===== config.mk =====
export PLATFORM = sky130hd
export DESIGN_NAME = signed_multiply_divide_unit
export DESIGN_NICKNAME = d
export VERILOG_FILES = /design/src/design/smdu_pkg.sv /design/src/design/smdu_datapath.sv /design/src/design/smdu_ctrl.sv /design/src/design/signed_multiply_divide_unit.sv
export SDC_FILE = /design/constraint.sdc
export NUM_CORES = 1
export LEC_CHECK = 0
export BUFFER_PORTS_ARGS = -buffer_cell sky130_fd_sc_hd__buf_4
export CAP_MARGIN = 10
export CORE_ASPECT_RATIO = 0.5
export CORE_MARGIN = 4
export CORE_UTILIZATION = 30
export DETAILED_ROUTE_END_ITERATION = 12
export GPL_TIMING_DRIVEN = 0
export PLACE_DENSITY = 0.51
export SETUP_SLACK_MARGIN = 0.2
export SLEW_MARGIN = 10
export SYNTH_ARGS = -nofsm -noshare
export SYNTH_HDL_FRONTEND = slang
export SYNTH_SLANG_ARGS = --single-unit
export TNS_END_PERCENT = 50

===== constraint.sdc =====
create_clock -name clk -period 6 [get_ports clk]
set_clock_uncertainty 0.05 [all_clocks]
set_input_delay 0.6 -clock clk [delete_from_list [all_inputs] [get_ports clk]]
set_output_delay 0.6 -clock clk [all_outputs]
set_load 0.05 [all_outputs]

===== src/design/smdu_pkg.sv =====
`timescale 1ns / 1ps

package smdu_pkg;

    localparam logic FUNC_MUL = 1'b0;
    localparam logic FUNC_DIV = 1'b1;

    // controller -> datapath
    typedef struct packed {
        logic load;     // capture operands and signs
        logic step;     // one shift-add or restoring iteration
        logic finish;   // sign fix-up into the output register
    } smdu_cmd_t;

    // datapath -> controller
    typedef struct packed {
        logic div_zero; // divide with a zero divisor, iterations skipped
    } smdu_stat_t;

endpackage


===== src/design/smdu_datapath.sv =====
`timescale 1ns / 1ps

module smdu_datapath #(
    parameter int DATA_WIDTH = 32
) (
    input  logic                          clk,
    input  smdu_pkg::smdu_cmd_t           cmd,
    input  logic signed [DATA_WIDTH-1:0]  lhs,
    input  logic signed [DATA_WIDTH-1:0]  rhs,
    input  logic                          func,
    output smdu_pkg::smdu_stat_t          stat,
    output logic signed [DATA_WIDTH-1:0]  result
);
    import smdu_pkg::*;

    // a: multiplicand, or dividend shifting out / quotient shifting in
    // b: multiplier, or divisor
    // acc: partial product, or partial remainder
    logic [DATA_WIDTH-1:0] a_reg, a_next;
    logic [DATA_WIDTH-1:0] b_reg, b_next;
    logic [DATA_WIDTH-1:0] acc_reg, acc_next;
    logic                  func_reg, func_next;
    logic                  neg_reg, neg_next;
    logic [DATA_WIDTH-1:0] res_reg, res_next;

    logic [DATA_WIDTH-1:0] mag_l, mag_r, mag_res;
    logic [DATA_WIDTH:0]   rem_sh, diff;

    assign mag_l = lhs[DATA_WIDTH-1] ? (~lhs + 1'b1) : lhs;
    assign mag_r = rhs[DATA_WIDTH-1] ? (~rhs + 1'b1) : rhs;

    assign rem_sh = {acc_reg, a_reg[DATA_WIDTH-1]};
    assign diff   = rem_sh - {1'b0, b_reg};

    assign mag_res = (func_reg == FUNC_DIV) ? a_reg : acc_reg;

    always_comb
    begin
        a_next    = a_reg;
        b_next    = b_reg;
        acc_next  = acc_reg;
        func_next = func_reg;
        neg_next  = neg_reg;
        res_next  = res_reg;
        if (cmd.load)
        begin
            a_next    = mag_l;
            b_next    = mag_r;
            acc_next  = '0;
            func_next = func;
            neg_next  = lhs[DATA_WIDTH-1] ^ rhs[DATA_WIDTH-1];
        end
        else if (cmd.step)
        begin
            if (func_reg == FUNC_DIV)
            begin
                // restoring step: keep the difference when it did not go negative
                if (!diff[DATA_WIDTH])
                begin
                    acc_next = diff[DATA_WIDTH-1:0];
                    a_next   = {a_reg[DATA_WIDTH-2:0], 1'b1};
                end
                else
                begin
                    acc_next = rem_sh[DATA_WIDTH-1:0];
                    a_next   = {a_reg[DATA_WIDTH-2:0], 1'b0};
                end
            end
            else
            begin
                if (b_reg[0])
                    acc_next = acc_reg + a_reg;
                a_next = {a_reg[DATA_WIDTH-2:0], 1'b0};
                b_next = {1'b0, b_reg[DATA_WIDTH-1:1]};
            end
        end
        if (cmd.finish)
        begin
            if (stat.div_zero)
                res_next = '0;
            else if (neg_reg)
                res_next = ~mag_res + 1'b1;
            else
                res_next = mag_res;
        end
    end

    always_ff @(posedge clk)
    begin
        a_reg    <= a_next;
        b_reg    <= b_next;
        acc_reg  <= acc_next;
        func_reg <= func_next;
        neg_reg  <= neg_next;
        res_reg  <= res_next;
    end

    assign stat.div_zero = (func_reg == FUNC_DIV) && (b_reg == '0);
    assign result        = res_reg;

endmodule


===== src/design/smdu_ctrl.sv =====
`timescale 1ns / 1ps

module smdu_ctrl #(
    parameter int DATA_WIDTH = 32
) (
    input  logic                  clk,
    input  logic                  rst_n,
    input  logic                  in_valid,
    output logic                  in_ready,
    output logic                  out_valid,
    input  logic                  out_ready,
    output smdu_pkg::smdu_cmd_t   cmd,
    input  smdu_pkg::smdu_stat_t  stat
);
    import smdu_pkg::*;

    localparam int CW = $clog2(DATA_WIDTH);

    typedef enum logic [1:0] {
        S_IDLE,
        S_RUN,
        S_FIX
    } state_t;

    state_t          state_reg, state_next;
    logic [CW-1:0]   count_reg, count_next;
    logic            out_valid_reg, out_valid_next;

    always_comb
    begin
        state_next     = state_reg;
        count_next     = count_reg;
        cmd            = '0;
        out_valid_next = out_valid_reg && !out_ready;
        case (state_reg)
            S_IDLE:
            begin
                if (in_valid)
                begin
                    cmd.load   = 1'b1;
                    count_next = CW'(DATA_WIDTH - 1);
                    state_next = S_RUN;
                end
            end
            S_RUN:
            begin
                if (stat.div_zero)
                    state_next = S_FIX;
                else
                begin
                    cmd.step   = 1'b1;
                    count_next = count_reg - 1'b1;
                    if (count_reg == '0)
                        state_next = S_FIX;
                end
            end
            S_FIX:
            begin
                // wait until the output register is free
                if (!out_valid_reg || out_ready)
                begin
                    cmd.finish     = 1'b1;
                    out_valid_next = 1'b1;
                    state_next     = S_IDLE;
                end
            end
            default:
            begin
                state_next = S_IDLE;
            end
        endcase
    end

    always_ff @(posedge clk or negedge rst_n)
    begin
        if (!rst_n)
        begin
            state_reg     <= S_IDLE;
            count_reg     <= '0;
            out_valid_reg <= 1'b0;
        end
        else
        begin
            state_reg     <= state_next;
            count_reg     <= count_next;
            out_valid_reg <= out_valid_next;
        end
    end

    assign in_ready  = (state_reg == S_IDLE);
    assign out_valid = out_valid_reg;

endmodule


===== src/design/signed_multiply_divide_unit.sv =====
`timescale 1ns / 1ps

// Channel   Direction  Content
// s_axis    in         tdata: lhs, rhs (low first); tuser: func
// m_axis    out        tdata: result
//
// An item runs from acceptance to its result as a load, one shift-add or restoring iteration
// per operand bit, and a sign fix-up into the output register.
// A divide by zero skips the iterations.
// The next item is accepted while a finished result still waits in the output register.
// Reset is asynchronous and clears the controller only; no clearing pass is needed.

module signed_multiply_divide_unit #(
    parameter int DATA_WIDTH = 32
) (
    input  logic                                  clk,
    input  logic                                  rst_n,
    input  logic                                  s_tvalid,
    output logic                                  s_tready,
    input  logic [((2*DATA_WIDTH+7)/8)*8-1:0]     s_tdata,  // lhs, rhs
    input  logic                                  s_tuser,  // func
    output logic                                  m_tvalid,
    input  logic                                  m_tready,
    output logic [((DATA_WIDTH+7)/8)*8-1:0]       m_tdata   // result
);
    import smdu_pkg::*;

    localparam int OUT_W = ((DATA_WIDTH + 7) / 8) * 8;

    smdu_cmd_t                   cmd;
    smdu_stat_t                  stat;
    logic signed [DATA_WIDTH-1:0] lhs, rhs, result;

    assign lhs = s_tdata[DATA_WIDTH-1:0];
    assign rhs = s_tdata[2*DATA_WIDTH-1:DATA_WIDTH];

    smdu_ctrl #(
        .DATA_WIDTH (DATA_WIDTH)
    ) u_ctrl (
        .clk       (clk),
        .rst_n     (rst_n),
        .in_valid  (s_tvalid),
        .in_ready  (s_tready),
        .out_valid (m_tvalid),
        .out_ready (m_tready),
        .cmd       (cmd),
        .stat      (stat)
    );

    smdu_datapath #(
        .DATA_WIDTH (DATA_WIDTH)
    ) u_datapath (
        .clk    (clk),
        .cmd    (cmd),
        .lhs    (lhs),
        .rhs    (rhs),
        .func   (s_tuser),
        .stat   (stat),
        .result (result)
    );

    assign m_tdata = OUT_W'(unsigned'(result));

endmodule


==> flow_summary_export.csv <==
group,metric,value,unit
run_status,outcome,"finished clean",
routing,wl_per_cell,18.81,um
sta,max_freq,0.1809,GHz
routing,drc_errors,0,
die,core-area,0.03760,sq mm
grt,grt_max_degree,31,
logic_synthesis,synth_cells,1376,
pwr,switchingPower,4.289,mW
routing,drtAntennaViolNets,0,
grt,grt_pass1_wl,59270,um
sta,report.final.slew_viol_count,0,
pwr,irDropWorstVdd,0.2581,mV
logic_synthesis,syn_nets,1515,
logic_synthesis,syn_area_per_cell,8.361,sq um
logic_synthesis,synth_async_sr_flop_share,5.797,%
setup_path,end_kind,"register",
logic_synthesis,synthTopCellsByArea,"edfxtp_1 (26%), ha_1 (7.4%), xor2_1 (6.9%)",
logic_synthesis,synth_warnings,0,
pwr,power.density,643.9,mW/mm^2
routing,drt_iter0_drc,913,
hold_path,whs_path_depth,1,
sta,period_minus_slack,5.529,ns
cts,clock_latency,0.45,ns
grt,antenna_found_initial,1,
placed_design,place_congestion,0.9090,
logic_synthesis,synth_edf_count,98,
sta,tightest_slew,0.9069,ns
sta,final-setup-viol-count,0,
routing,via_count,10460,
pwr,seqPwrFrac,24.1,%
cts,htreeDepth,4,
sta,relSlewSlack,38.77,%
cts,cts_made_buffers,17,
setup_path,cp-startpoint,"u_datapath.func_reg",
cts,path_clk_slew,0.07,ns
die,start_util,30.60,%
sta,min_period_over_period,92.14,%
layout,area_growth,18.95,%
logic_synthesis,synth.yosys.seq_area_share,32.89,%
logic_synthesis,netlist_area,0.01150,sq mm
placed_design,dp_hpwl,30780,um
grt,grt_overflow,0,
sta,grt_setup_unrepaired,"no",
routing,drt_pass1_iterations,6,
setup_path,worstPathMaxFanout,19,
pwr,finalPower,8.812,mW
sta,hold_slack,0.2771,ns
pwr,p_comb_share,62.8,%
logic_synthesis,synth_top_area_share,25.58,%
setup_path,crit_type,"register to register",
pwr,intPower,4.523,mW
layout,antennaDiodeCount,0,
die,fp.dieH,146.5,um
pwr,power_leakage,5.688,nW
hold_path,hold_path.class,"input port to register",
cts,cts_tree,"done",
setup_path,required,6.13,ns
placed_design,io_buffer_count,102,
layout,fin_util,36.40,%
die,rows,50,
setup_path,start_kind,"register",
logic_synthesis,ys_ff_latch,138,
grt,grt_use_total,18.09,%
layout,drive_above_1_share,11.69,%
setup_path,timing.rr.start,"u_datapath.func_reg",
setup_path,critPathArrivalTime,5.66,ns
setup_path,reg2regPathDepth,17,
sta,finalHoldViolations,0,
pwr,power_frac_clock,13.1,%
run,maxCapViolations,0,
layout,nets,1640,
routing,routed_wl,38250,um
die,dieWidth,284.9,um
pwr,swShare,48.67,%
logic_synthesis,yosysTopAreaCell,"edfxtp_1",
logic_synthesis,yosysMostFrequentCell,"nand2_1",
cts,cts_root_buffer,"clkbuf_16",
hold_path,worstHoldStart,"s_tuser",
die,ios,103,
grt,grt_pass1_vias,10130,
logic_synthesis,yosys-top-cells-count,"nand2_1 (173), o21ai_0 (148), a21oi_1 (99)",
routing,vias_per_cell,5.143,
die,die_area,0.04174,sq mm
logic_synthesis,ys_types,64,
cts,clkSinkCount,138,
logic_synthesis,synthFlopType,"edfxtp_1",
cts,cts_max_path_buffers,2,
power by group through the flow:
stage               sequential, mW  clock, mW  combinational (mW)
finish                        2.12       1.16                5.53
CTS                           2.10       1.17                5.48
global placement              2.12          0                5.43
detailed placement            2.12          0                5.44
global route                  2.16       1.22                6.21
floorplan                     1.85          0                4.17
critical path: stages (launching register included):
cell	delay, ns
edfxtp_1	0.32
clkbuf_1	0.33
buf_2	0.32
buf_2	0.35
buf_4	0.36
clkbuf_2	0.35
clkbuf_2	0.32
mux2i_1	0.39
ha_1	0.25
o221a_2	0.23
nand4_1	0.17
or4_1	0.60
or2_2	0.32
o31ai_1	0.39
nand2_1	0.15
a21oi_1	0.17
xnor2_1	0.14
nor2_1	0.06
what timing repair did:
action	4_1_cts	5_1_grt
gates cloned	0	0
resized for setup	2	2
endpoints found under the setup margin	6	2
hold endpoints to repair	8	0
buffers inserted	0	0
hold buffers	1	0
metrics by stage:
| step | worst slack, ns | std cells | area [sq um] | TNS, ns |
|---|---|---|---|---|
| 3_3_place_gp | -0.6893 | 1998 | 12920 | -23.04 |
| 2_1_floorplan | 1.181 | 1376 | 11500 | 0 |
| 6_report | 0.4714 | 2034 | 13680 | 0 |
| 4_1_cts | 0.3465 | 2034 | 13680 | 0 |
| 5_1_grt | 0.2096 | 2034 | 13680 | 0 |
| 3_5_place_dp | -0.4408 | 2002 | 13030 | -1.271 |
logic make-up (layout without fill, tap and decap cells):
kind of cell / after synthesis / in the layout / synth area share (%)
flops: 138 / 138 / 32.89
fa+ha+maj: 70 / 70 / 7.743
buf+inv: 130 / 268 / 4.274
compound gates: 408 / 408 / 21.90
xor+xnor: 148 / 148 / 11.27
simple gates: 435 / 435 / 17.74
mux: 47 / 47 / 4.187
cell usage in the layout (no fill, tap or decap), types with 58 or more instances in the layout:
master / count
a21oi_1: 99
buf_4: 103
o21ai_0: 147
edfxtp_1: 98
nor2_1: 96
xor2_1: 90
nand2_1: 172
ha_1: 68
inv_1: 66
xnor2_1: 58
final timing paths:
path | slack [ns] | end
worst max-delay path | 0.47 | u_datapath.result[30]
worst min-delay path | 0.28 | u_datapath.func_reg
worst max register to register | 0.47 | u_datapath.result[30]
worst min register to register | 0.44 | u_ctrl.count_reg[0]
max in group asynchronous | 5.29 | u_ctrl.count_reg[2]
min in group asynchronous | 0.47 | u_ctrl.count_reg[0]
layout make-up:
type | count | area [sq um]
tap | 520 | 650.6
multi-input combinational | 1108 | 7256
sequential | 138 | 3784
clock inverter | 10 | 117.6
clock buffer | 22 | 529.3
buffer | 63 | 245.2
timing repair buffer | 107 | 854.6
inverter | 66 | 247.7
fill | 3937 | 23910
routing by layer:
metal  share of wire (%)  track usage [%]  vias to the layer above
li1                    -                -                     5269
met1                  51            27.09                     4861
met2                  41            26.33                      302
met3                 7.3            4.056                       28
met4                 1.2            4.061                        0
met5                   0                0                        -
Note: power is estimated with default switching activity, not from simulation.
